$ cat src/rtl/oag_pkg.sv
// ----------------------------------------------------------------------------
// oag_pkg
// Shared types, constants and helpers of the yuv 4:2:0 overlay address
// generator.
// ----------------------------------------------------------------------------
package oag_pkg;

    localparam int ADDR_W      = 25;
    localparam int DATA_W      = 8;
    localparam int CFG_SIZE_W  = 13;
    localparam int POS_W       = 14;
    localparam int SIZE_W      = 14;
    localparam int CFG_DATA_W  = 14;
    localparam int CFG_INDEX_W = 3;

    localparam logic [CFG_INDEX_W-1:0] REG_DEST_WIDTH  = 3'd0;
    localparam logic [CFG_INDEX_W-1:0] REG_DEST_HEIGHT = 3'd1;
    localparam logic [CFG_INDEX_W-1:0] REG_SRC_WIDTH   = 3'd2;
    localparam logic [CFG_INDEX_W-1:0] REG_SRC_HEIGHT  = 3'd3;
    localparam logic [CFG_INDEX_W-1:0] REG_POS_X       = 3'd4;
    localparam logic [CFG_INDEX_W-1:0] REG_POS_Y       = 3'd5;

    localparam logic [CFG_SIZE_W-1:0] DEST_WIDTH_RST  = 13'd1920;
    localparam logic [CFG_SIZE_W-1:0] DEST_HEIGHT_RST = 13'd1080;
    localparam logic [CFG_SIZE_W-1:0] SRC_WIDTH_RST   = 13'd320;
    localparam logic [CFG_SIZE_W-1:0] SRC_HEIGHT_RST  = 13'd240;

    typedef enum logic [1:0] {
        PLANE_Y,
        PLANE_CB,
        PLANE_CR,
        PLANE_DONE
    } plane_t;

    typedef struct packed {
        logic [SIZE_W-1:0] dest_width;
        logic [SIZE_W-1:0] dest_height;
        logic [SIZE_W-1:0] src_width;
        logic [SIZE_W-1:0] src_height;
        logic [POS_W-1:0]  pos_x;
        logic [POS_W-1:0]  pos_y;
    } geom_cfg_t;

    typedef struct packed {
        logic              wr;
        logic              rej;
        plane_t            plane;
        logic [DATA_W-1:0] data;
        logic [ADDR_W-1:0] row_base;
        logic [ADDR_W-1:0] luma_size;
        logic [ADDR_W-1:0] col_offset;
    } addr_op_t;

    // saturate to [2, maxv] and round down to even
    function automatic logic [SIZE_W-1:0] eff_size(input logic [CFG_SIZE_W-1:0] v,
                                                    input logic [SIZE_W-1:0] maxv);
        logic [SIZE_W-1:0] t;
        t = {1'b0, v};
        if (t < 14'd2)
        begin
            t = 14'd2;
        end
        if (t > maxv)
        begin
            t = maxv;
        end
        t[0] = 1'b0;
        return t;
    endfunction

endpackage

$ cat src/rtl/yuv420_overlay_address_gen.sv
// ----------------------------------------------------------------------------
// yuv420_overlay_address_gen
// Write address generator for pasting a planar yuv 4:2:0 overlay frame into a
// larger destination frame buffer, clipped at the right and bottom edges.
//
// Input channel: in_valid / in_stall carry one source byte per beat in storage
// order (y plane, then cb, then cr); frame_start marks the first byte of a
// frame and restarts the counters before that byte is placed.
// Output channel: out_valid / out_stall carry one result per input beat:
// write_enable, dest_address, write_data and rejected.
// Configuration: cfg_we writes cfg_data into register cfg_index (dest width,
// dest height, src width, src height, pos x, pos y); unknown indexes are
// ignored. Write only while the pipeline is empty.
// Each accepted byte passes through a three stage pipeline (position
// counters, clip check and row multiply, address sum), one byte per cycle
// while out_stall is low.
// Reset clears the counters and the pipeline and loads the default geometry.
// While out_stall is high the pipeline fills, then in_stall rises.
// ----------------------------------------------------------------------------
module yuv420_overlay_address_gen #(
    parameter int MAX_WIDTH  = 4096,
    parameter int MAX_HEIGHT = 4096
) (
    input  logic                                clk,
    input  logic                                rst_n,
    input  logic                                cfg_we,
    input  logic [oag_pkg::CFG_INDEX_W-1:0]     cfg_index,
    input  logic [oag_pkg::CFG_DATA_W-1:0]      cfg_data,
    input  logic                                in_valid,
    output logic                                in_stall,
    input  logic                                frame_start,
    input  logic [oag_pkg::DATA_W-1:0]          source_byte,
    output logic                                out_valid,
    input  logic                                out_stall,
    output logic                                write_enable,
    output logic [oag_pkg::ADDR_W-1:0]          dest_address,
    output logic [oag_pkg::DATA_W-1:0]          write_data,
    output logic                                rejected
);

    localparam int CW = $clog2(MAX_WIDTH);
    localparam int RW = $clog2(MAX_HEIGHT);

    logic [oag_pkg::CFG_SIZE_W-1:0] dest_width_reg, dest_height_reg;
    logic [oag_pkg::CFG_SIZE_W-1:0] src_width_reg, src_height_reg;
    logic [oag_pkg::POS_W-1:0]      pos_x_reg, pos_y_reg;
    oag_pkg::geom_cfg_t             cfg;

    logic                adv1, adv2, adv3, accept;
    logic                v1, v2, v3;
    oag_pkg::plane_t     s1_plane;
    logic [RW-1:0]       s1_row;
    logic [CW-1:0]       s1_col;
    logic [oag_pkg::DATA_W-1:0] s1_data;
    oag_pkg::addr_op_t   s2_op;

    always_ff @(posedge clk or negedge rst_n)
    begin
        if (!rst_n)
        begin
            dest_width_reg  <= oag_pkg::DEST_WIDTH_RST;
            dest_height_reg <= oag_pkg::DEST_HEIGHT_RST;
            src_width_reg   <= oag_pkg::SRC_WIDTH_RST;
            src_height_reg  <= oag_pkg::SRC_HEIGHT_RST;
            pos_x_reg       <= '0;
            pos_y_reg       <= '0;
        end
        else if (cfg_we)
        begin
            unique case (cfg_index)
                oag_pkg::REG_DEST_WIDTH:  dest_width_reg  <= cfg_data[oag_pkg::CFG_SIZE_W-1:0];
                oag_pkg::REG_DEST_HEIGHT: dest_height_reg <= cfg_data[oag_pkg::CFG_SIZE_W-1:0];
                oag_pkg::REG_SRC_WIDTH:   src_width_reg   <= cfg_data[oag_pkg::CFG_SIZE_W-1:0];
                oag_pkg::REG_SRC_HEIGHT:  src_height_reg  <= cfg_data[oag_pkg::CFG_SIZE_W-1:0];
                oag_pkg::REG_POS_X:       pos_x_reg       <= cfg_data[oag_pkg::POS_W-1:0];
                oag_pkg::REG_POS_Y:       pos_y_reg       <= cfg_data[oag_pkg::POS_W-1:0];
                default:                  ;
            endcase
        end
    end

    always_comb
    begin
        cfg.dest_width  = oag_pkg::eff_size(dest_width_reg,
                                            oag_pkg::SIZE_W'(MAX_WIDTH));
        cfg.dest_height = oag_pkg::eff_size(dest_height_reg,
                                            oag_pkg::SIZE_W'(MAX_HEIGHT));
        cfg.src_width   = oag_pkg::eff_size(src_width_reg,
                                            oag_pkg::SIZE_W'(MAX_WIDTH));
        cfg.src_height  = oag_pkg::eff_size(src_height_reg,
                                            oag_pkg::SIZE_W'(MAX_HEIGHT));
        cfg.pos_x       = pos_x_reg;
        cfg.pos_y       = pos_y_reg;
    end

    // each stage moves when it is empty or the next one moves
    assign adv3     = !v3 || !out_stall;
    assign adv2     = !v2 || adv3;
    assign adv1     = !v1 || adv2;
    assign in_stall = !adv1;
    assign accept   = in_valid && adv1;

    oag_position #(
        .MAX_WIDTH  (MAX_WIDTH),
        .MAX_HEIGHT (MAX_HEIGHT)
    ) u_position (
        .clk         (clk),
        .rst_n       (rst_n),
        .accept      (accept),
        .load        (adv1),
        .in_valid    (in_valid),
        .frame_start (frame_start),
        .source_byte (source_byte),
        .src_width   (cfg.src_width),
        .src_height  (cfg.src_height),
        .valid       (v1),
        .plane       (s1_plane),
        .row         (s1_row),
        .col         (s1_col),
        .data        (s1_data)
    );

    oag_geometry #(
        .MAX_WIDTH  (MAX_WIDTH),
        .MAX_HEIGHT (MAX_HEIGHT)
    ) u_geometry (
        .clk      (clk),
        .rst_n    (rst_n),
        .load     (adv2),
        .in_valid (v1),
        .cfg      (cfg),
        .plane    (s1_plane),
        .row      (s1_row),
        .col      (s1_col),
        .data     (s1_data),
        .valid    (v2),
        .op       (s2_op)
    );

    oag_address u_address (
        .clk          (clk),
        .rst_n        (rst_n),
        .load         (adv3),
        .in_valid     (v2),
        .op           (s2_op),
        .valid        (v3),
        .write_enable (write_enable),
        .dest_address (dest_address),
        .write_data   (write_data),
        .rejected     (rejected)
    );

    assign out_valid = v3;

endmodule

$ cat src/rtl/oag_position.sv
// ----------------------------------------------------------------------------
// oag_position
// Source position tracking: plane, row and column counters advanced once per
// accepted beat, and the first pipeline register holding the byte's position.
// ----------------------------------------------------------------------------
module oag_position #(
    parameter int MAX_WIDTH  = 4096,
    parameter int MAX_HEIGHT = 4096
) (
    input  logic                                clk,
    input  logic                                rst_n,
    input  logic                                accept,
    input  logic                                load,
    input  logic                                in_valid,
    input  logic                                frame_start,
    input  logic [oag_pkg::DATA_W-1:0]          source_byte,
    input  logic [oag_pkg::SIZE_W-1:0]          src_width,
    input  logic [oag_pkg::SIZE_W-1:0]          src_height,
    output logic                                valid,
    output oag_pkg::plane_t                     plane,
    output logic [$clog2(MAX_HEIGHT)-1:0]       row,
    output logic [$clog2(MAX_WIDTH)-1:0]        col,
    output logic [oag_pkg::DATA_W-1:0]          data
);

    localparam int CW = $clog2(MAX_WIDTH);
    localparam int RW = $clog2(MAX_HEIGHT);

    oag_pkg::plane_t         plane_reg, plane_next;
    logic [RW-1:0]           row_reg, row_next;
    logic [CW-1:0]           col_reg, col_next;

    oag_pkg::plane_t         cur_plane;
    logic [RW-1:0]           cur_row;
    logic [CW-1:0]           cur_col;
    logic [oag_pkg::SIZE_W-1:0] pw, ph, col_inc, row_inc;

    logic                    valid_reg;
    oag_pkg::plane_t         item_plane_reg;
    logic [RW-1:0]           item_row_reg;
    logic [CW-1:0]           item_col_reg;
    logic [oag_pkg::DATA_W-1:0] item_data_reg;

    always_comb
    begin
        cur_plane = frame_start ? oag_pkg::PLANE_Y : plane_reg;
        cur_row   = frame_start ? '0 : row_reg;
        cur_col   = frame_start ? '0 : col_reg;
        pw        = (cur_plane == oag_pkg::PLANE_Y) ? src_width  : (src_width  >> 1);
        ph        = (cur_plane == oag_pkg::PLANE_Y) ? src_height : (src_height >> 1);
        col_inc   = oag_pkg::SIZE_W'(cur_col) + 14'd1;
        row_inc   = oag_pkg::SIZE_W'(cur_row) + 14'd1;
        plane_next = cur_plane;
        row_next   = cur_row;
        col_next   = cur_col;
        if (cur_plane != oag_pkg::PLANE_DONE)
        begin
            if (col_inc >= pw)
            begin
                col_next = '0;
                if (row_inc >= ph)
                begin
                    row_next   = '0;
                    plane_next = oag_pkg::plane_t'(cur_plane + 2'd1);
                end
                else
                begin
                    row_next = row_inc[RW-1:0];
                end
            end
            else
            begin
                col_next = col_inc[CW-1:0];
            end
        end
    end

    always_ff @(posedge clk or negedge rst_n)
    begin
        if (!rst_n)
        begin
            plane_reg <= oag_pkg::PLANE_Y;
            row_reg   <= '0;
            col_reg   <= '0;
            valid_reg <= 1'b0;
        end
        else
        begin
            if (accept)
            begin
                plane_reg <= plane_next;
                row_reg   <= row_next;
                col_reg   <= col_next;
            end
            if (load)
            begin
                valid_reg <= in_valid;
            end
        end
    end

    always_ff @(posedge clk)
    begin
        if (accept)
        begin
            item_plane_reg <= cur_plane;
            item_row_reg   <= cur_row;
            item_col_reg   <= cur_col;
            item_data_reg  <= source_byte;
        end
    end

    assign valid = valid_reg;
    assign plane = item_plane_reg;
    assign row   = item_row_reg;
    assign col   = item_col_reg;
    assign data  = item_data_reg;

endmodule

$ cat src/rtl/oag_geometry.sv
// ----------------------------------------------------------------------------
// oag_geometry
// Placement check, clipping and row offset product for one source byte,
// registered as an address operation for the final add.
// ----------------------------------------------------------------------------
module oag_geometry #(
    parameter int MAX_WIDTH  = 4096,
    parameter int MAX_HEIGHT = 4096
) (
    input  logic                            clk,
    input  logic                            rst_n,
    input  logic                            load,
    input  logic                            in_valid,
    input  oag_pkg::geom_cfg_t              cfg,
    input  oag_pkg::plane_t                 plane,
    input  logic [$clog2(MAX_HEIGHT)-1:0]   row,
    input  logic [$clog2(MAX_WIDTH)-1:0]    col,
    input  logic [oag_pkg::DATA_W-1:0]      data,
    output logic                            valid,
    output oag_pkg::addr_op_t               op
);

    localparam int SW    = oag_pkg::SIZE_W;
    localparam int EXT_W = oag_pkg::SIZE_W + 1;
    localparam int PRD_W = EXT_W + oag_pkg::SIZE_W;

    logic [SW-1:0]    ux, uy, dw, dh, sw, sh;
    logic             rej, luma, in_region;
    logic [EXT_W-1:0] x_end, y_end, row_sum;
    logic [SW-1:0]    row_size, row_count, dw_sel, x_sel;
    logic [PRD_W-1:0] row_prod, size_prod;

    logic             valid_reg;
    oag_pkg::addr_op_t op_reg, op_next;

    always_comb
    begin
        dw = cfg.dest_width;
        dh = cfg.dest_height;
        sw = cfg.src_width;
        sh = cfg.src_height;
        ux = cfg.pos_x;
        uy = cfg.pos_y;
        rej = cfg.pos_x[oag_pkg::POS_W-1] | cfg.pos_y[oag_pkg::POS_W-1]
            | (ux > dw) | (uy > dh);
        x_end     = {1'b0, ux} + {1'b0, sw};
        y_end     = {1'b0, uy} + {1'b0, sh};
        row_size  = (x_end > {1'b0, dw}) ? (dw - ux) : sw;
        row_count = (y_end > {1'b0, dh}) ? (dh - uy) : sh;
        luma      = (plane == oag_pkg::PLANE_Y);
        if (luma)
        begin
            in_region = (EXT_W'(row) < {1'b0, row_count}) && (SW'(col) < row_size);
        end
        else
        begin
            in_region = (EXT_W'({row, 1'b0}) < {1'b0, row_count})
                     && (SW'(col) < (row_size >> 1));
        end
        row_sum   = luma ? ({1'b0, uy} + EXT_W'(row)) : ({2'b0, uy[SW-1:1]} + EXT_W'(row));
        dw_sel    = luma ? dw : (dw >> 1);
        x_sel     = luma ? ux : (ux >> 1);
        row_prod  = PRD_W'(row_sum) * PRD_W'(dw_sel);
        size_prod = PRD_W'(dw) * PRD_W'(dh);

        op_next.wr         = !rej && (plane != oag_pkg::PLANE_DONE) && in_region;
        op_next.rej        = rej;
        op_next.plane      = plane;
        op_next.data       = data;
        op_next.row_base   = row_prod[oag_pkg::ADDR_W-1:0];
        op_next.luma_size  = size_prod[oag_pkg::ADDR_W-1:0];
        op_next.col_offset = oag_pkg::ADDR_W'(x_sel) + oag_pkg::ADDR_W'(col);
    end

    always_ff @(posedge clk or negedge rst_n)
    begin
        if (!rst_n)
        begin
            valid_reg <= 1'b0;
        end
        else if (load)
        begin
            valid_reg <= in_valid;
        end
    end

    always_ff @(posedge clk)
    begin
        if (load)
        begin
            op_reg <= op_next;
        end
    end

    assign valid = valid_reg;
    assign op    = op_reg;

endmodule

$ cat src/rtl/oag_address.sv
// ----------------------------------------------------------------------------
// oag_address
// Final address sum (plane base, row base, column) and the output register.
// ----------------------------------------------------------------------------
module oag_address (
    input  logic                            clk,
    input  logic                            rst_n,
    input  logic                            load,
    input  logic                            in_valid,
    input  oag_pkg::addr_op_t               op,
    output logic                            valid,
    output logic                            write_enable,
    output logic [oag_pkg::ADDR_W-1:0]      dest_address,
    output logic [oag_pkg::DATA_W-1:0]      write_data,
    output logic                            rejected
);

    logic [oag_pkg::ADDR_W-1:0] plane_base, addr_next;
    logic                       valid_reg;
    logic                       we_reg, rej_reg;
    logic [oag_pkg::ADDR_W-1:0] addr_reg;
    logic [oag_pkg::DATA_W-1:0] data_reg;

    always_comb
    begin
        case (op.plane)
            oag_pkg::PLANE_CB: plane_base = op.luma_size;
            oag_pkg::PLANE_CR: plane_base = op.luma_size + (op.luma_size >> 2);
            default:           plane_base = '0;
        endcase
        addr_next = op.wr ? (plane_base + op.row_base + op.col_offset) : '0;
    end

    always_ff @(posedge clk or negedge rst_n)
    begin
        if (!rst_n)
        begin
            valid_reg <= 1'b0;
        end
        else if (load)
        begin
            valid_reg <= in_valid;
        end
    end

    always_ff @(posedge clk)
    begin
        if (load)
        begin
            we_reg   <= op.wr;
            rej_reg  <= op.rej;
            addr_reg <= addr_next;
            data_reg <= op.data;
        end
    end

    assign valid        = valid_reg;
    assign write_enable = we_reg;
    assign dest_address = addr_reg;
    assign write_data   = data_reg;
    assign rejected     = rej_reg;

endmodule

$ cat config.mk
export PLATFORM = sky130hd
export DESIGN_NAME = yuv420_overlay_address_gen
export DESIGN_NICKNAME = d
export VERILOG_FILES = /design/src/rtl/oag_pkg.sv /design/src/rtl/yuv420_overlay_address_gen.sv /design/src/rtl/oag_position.sv /design/src/rtl/oag_geometry.sv /design/src/rtl/oag_address.sv
export SDC_FILE = /design/constraint.sdc
export NUM_CORES = 2
export LEC_CHECK = 0
export BUFFER_PORTS_ARGS = -buffer_cell sky130_fd_sc_hd__buf_2
export CORE_ASPECT_RATIO = 1.4
export CORE_MARGIN = 5
export CORE_UTILIZATION = 45
export CTS_CLUSTER_SIZE = 12
export DETAILED_ROUTE_END_ITERATION = 6
export SLEW_MARGIN = 10
export SYNTH_ARGS = -nofsm -noshare
export SYNTH_HDL_FRONTEND = slang
export SYNTH_HIERARCHICAL = 1
export SYNTH_SLANG_ARGS = --single-unit
$ cat constraint.sdc
create_clock -name clk -period 7.1 [get_ports clk]
set_clock_uncertainty 0.15 [all_clocks]
set_input_delay 0.355 -clock clk [delete_from_list [all_inputs] [get_ports clk]]
set_output_delay 0.355 -clock clk [all_outputs]
set_load 0.005 [all_outputs]
==> results.toml <==
[yosys]
yosys-top-cells-area = "fa_1, ha_1, edfxtp_1"
ys_warn_count = 6
yosysTopAreaCell = "fa_1"
seq_area_frac_synth_pct = 21.5
synth_top_family_by_area = "adder cells"
yosys.area_share.simple_pct = 15.8
async_reset_ff_share_pct = 41.8
synth_compound_area_share_pct = 12.4
ys_top_cells_by_count = "inv_1, ha_1, nand2_1"
synth_xor_area_share_pct = 4.74
yosys.cell_count.top_type = "inv_1"
synth_top_area_share_pct = 19.6
synthAdderAreaFrac_pct = 34.5
ys_ff_latch = 251
synth_mux_area_share_pct = 4.20
avgSynthCellArea_sq_um = 9.28
synth_cells = 3522
synth_enable_flop_cells = 146
ys_types = 105
synthesis.area_sq_mm = 0.0327
synth_flop_cell = "edfxtp_1"

[setup_path]
critical-path-top-delay-family = "adder cells"
cp_common_cell = "fa_1"
crit_cells = 33
startpoint_type = "flip-flop"
reg2regPathDepth = 33
path_class = "flip-flop to flip-flop"
cp-end-kind = "flip-flop"
arrival_ps = 7720
worstPathMaxFanout = 4
crit_required_ps = 7300
worst-path-buf-inv = 7
crit_path_top_delay_cell = "fa_1"
cpPeakStageDelay_ps = 510

[clock_tree]
cts_tree = "done"
cts_max_path_buffers = 3
clk_root_buffer_cell = "clkbuf_16"
clock_sinks = 251
clock_latency_ps = 620
htreeDepth = 1
numCtsBuffers = 30
cts.clk_slew.worst_paths_ps = 70

[layout]
fin_nets = 4626
syn_to_final_growth_pct = 16.4
drive_above_1_share_pct = 16.9
final_area_sq_mm = 0.0380
largest_register_ffs = 77
fin_util_pct = 52.6

[placement]
portBuffers = 67
dpl_cell_area_sq_mm = 0.0365
place_ws_ps = -547
gp_congestion = 0.975
dp_hpwl_um = 81100

[routing]
routed_wl_um = 97300
wl_per_cell_um = 20.0
vias_per_cell = 5.38
dr.pass1.iters = 5
drcViolationCount = 0
num_vias = 26200
drt_first_iter_violations = 1287
ant_nets = 0

[global_route]
gr-total-overflow = 0
grt_pass1_vias = 26600
antenna_found_initial = 3
grt_pass1_wl_um = 149000
grt_max_degree = 67
grtUsageTotal_pct = 24.5

[floorplan]
die_w_um = 238
die_h_um = 329
rows = 117
pin_count = 68
die_area_sq_mm = 0.0782
start_util_pct = 45.2
core_area_sq_mm = 0.0723

[timing]
setup_violations = 7
fin_crit_ps = 7520
worst_pin_slew_ps = 1050
fin_crit_sh_pct = 106
timing.fmax_mhz = 133
drv_slew = 0
rsz0062_at_grt = "true"
hold_viol = 0
fin_ws_ps = -418
setup-tns-final_ps = -1980
maxSlewHeadroom_pct = 30.0

[worst_hold_path]
hp-class = "input port to flip-flop"
holdPathStages = 2

[run_status]
violations = "negative setup slack"
status = "finished, violations left"

[run]
maxCapViolCount = 0
==> layout by cell type, fill, tap and decap left out, drive strengths merged, types with 15 or more instances in the layout <==
cell / synthesis / final
o211ai: 16 / 16
mux2: 82 / 82
fa: 320 / 320
a21oi: 157 / 157
ha: 390 / 390
clkbuf: 77 / 43
xnor2: 127 / 127
a21o: 57 / 57
nor2b: 101 / 101
inv: 454 / 455
or2: 21 / 21
xor2: 49 / 49
dfrtp: 91 / 91
nor3: 54 / 54
a211o: 16 / 16
o21ai: 135 / 135
a22oi: 16 / 16
and3: 21 / 21
and2: 32 / 32
o21a: 35 / 35
a211oi: 18 / 18
mux2i: 45 / 45
a31oi: 18 / 18
or3: 15 / 15
edfxtp: 146 / 146
nor2: 304 / 304
nand2b: 45 / 45
o21bai: 22 / 22
nand2: 352 / 352
nand3: 49 / 49
nand4: 23 / 23
conb: 2 / 50
buf: 29 / 375
nor4: 18 / 18
==> kinds of logic (layout without fill, tap and decap cells) <==
| family | Yosys count | in the layout |
|---|---|---|
| AOI/OAI and AO/OA | 607 | 607 |
| xor gates and xnor gates | 176 | 176 |
| adders and majority gates | 710 | 710 |
| buffers and inverters | 566 | 905 |
| DFF | 251 | 251 |
| muxes | 127 | 127 |
| other | 2 | 51 |
| and+or+nand+nor | 1083 | 1083 |
==> per-layer routing <==
layer,vias to the layer above,GRT usage [%],wire length (um),part of all wire (%)
li1,12600,-,-,-
met1,12700,28.8,38700,40
met4,0,14.1,6830,7.0
met3,232,2.31,3710,3.8
met2,646,43.5,48100,49
met5,-,0,0,0
==> final timing paths <==
kind / to / from / slack (ps)
max: u_geometry/op[73] / u_position/row[0] / -420
min: u_geometry/op[76] / out_stall / 40
max reg2reg: u_geometry/op[73] / u_position/row[0] / -420
min reg2reg: u_geometry/op[79] / u_position/data[4] / 270
max in group asynchronous: dest_width_reg[12] / rst_n / 5290
min in group asynchronous: u_address/valid / rst_n / 140
==> cell type report <==
| class | instances | area (sq um) |
|---|---|---|
| fill | 6750 | 34300 |
| multi-input combinational | 2753 | 24000 |
| sequential | 251 | 7030 |
| timing repair buffer | 389 | 2960 |
| inverter | 460 | 1730 |
| tap | 952 | 1190 |
| clock buffer | 43 | 862 |
| clock inverter | 13 | 204 |
| antenna | 1 | 2.50 |
==> stage by stage <==
| stage | cells | hold slack (ps) |
|---|---|---|
| final | 4862 | 40.0 |
| after global routing | 4861 | 47.4 |
| after CTS | 4856 | 18.7 |
| after detailed placement | 4780 | 255 |
| after global placement | 4780 | 252 |
| after floorplan | 3570 | -90.6 |
==> timing repair <==
action / CTS / global route
endpoints found under the setup margin: 11 / 18
hold buffers: 14 / 0
resized for setup: 18 / 58
buffers inserted: 6 / 6
hold endpoints to repair: 59 / 0
pin swaps: 33 / 22
Power is not shown: default switching activity piles up to over one toggle a cycle in this logic, so the estimate is an artifact.
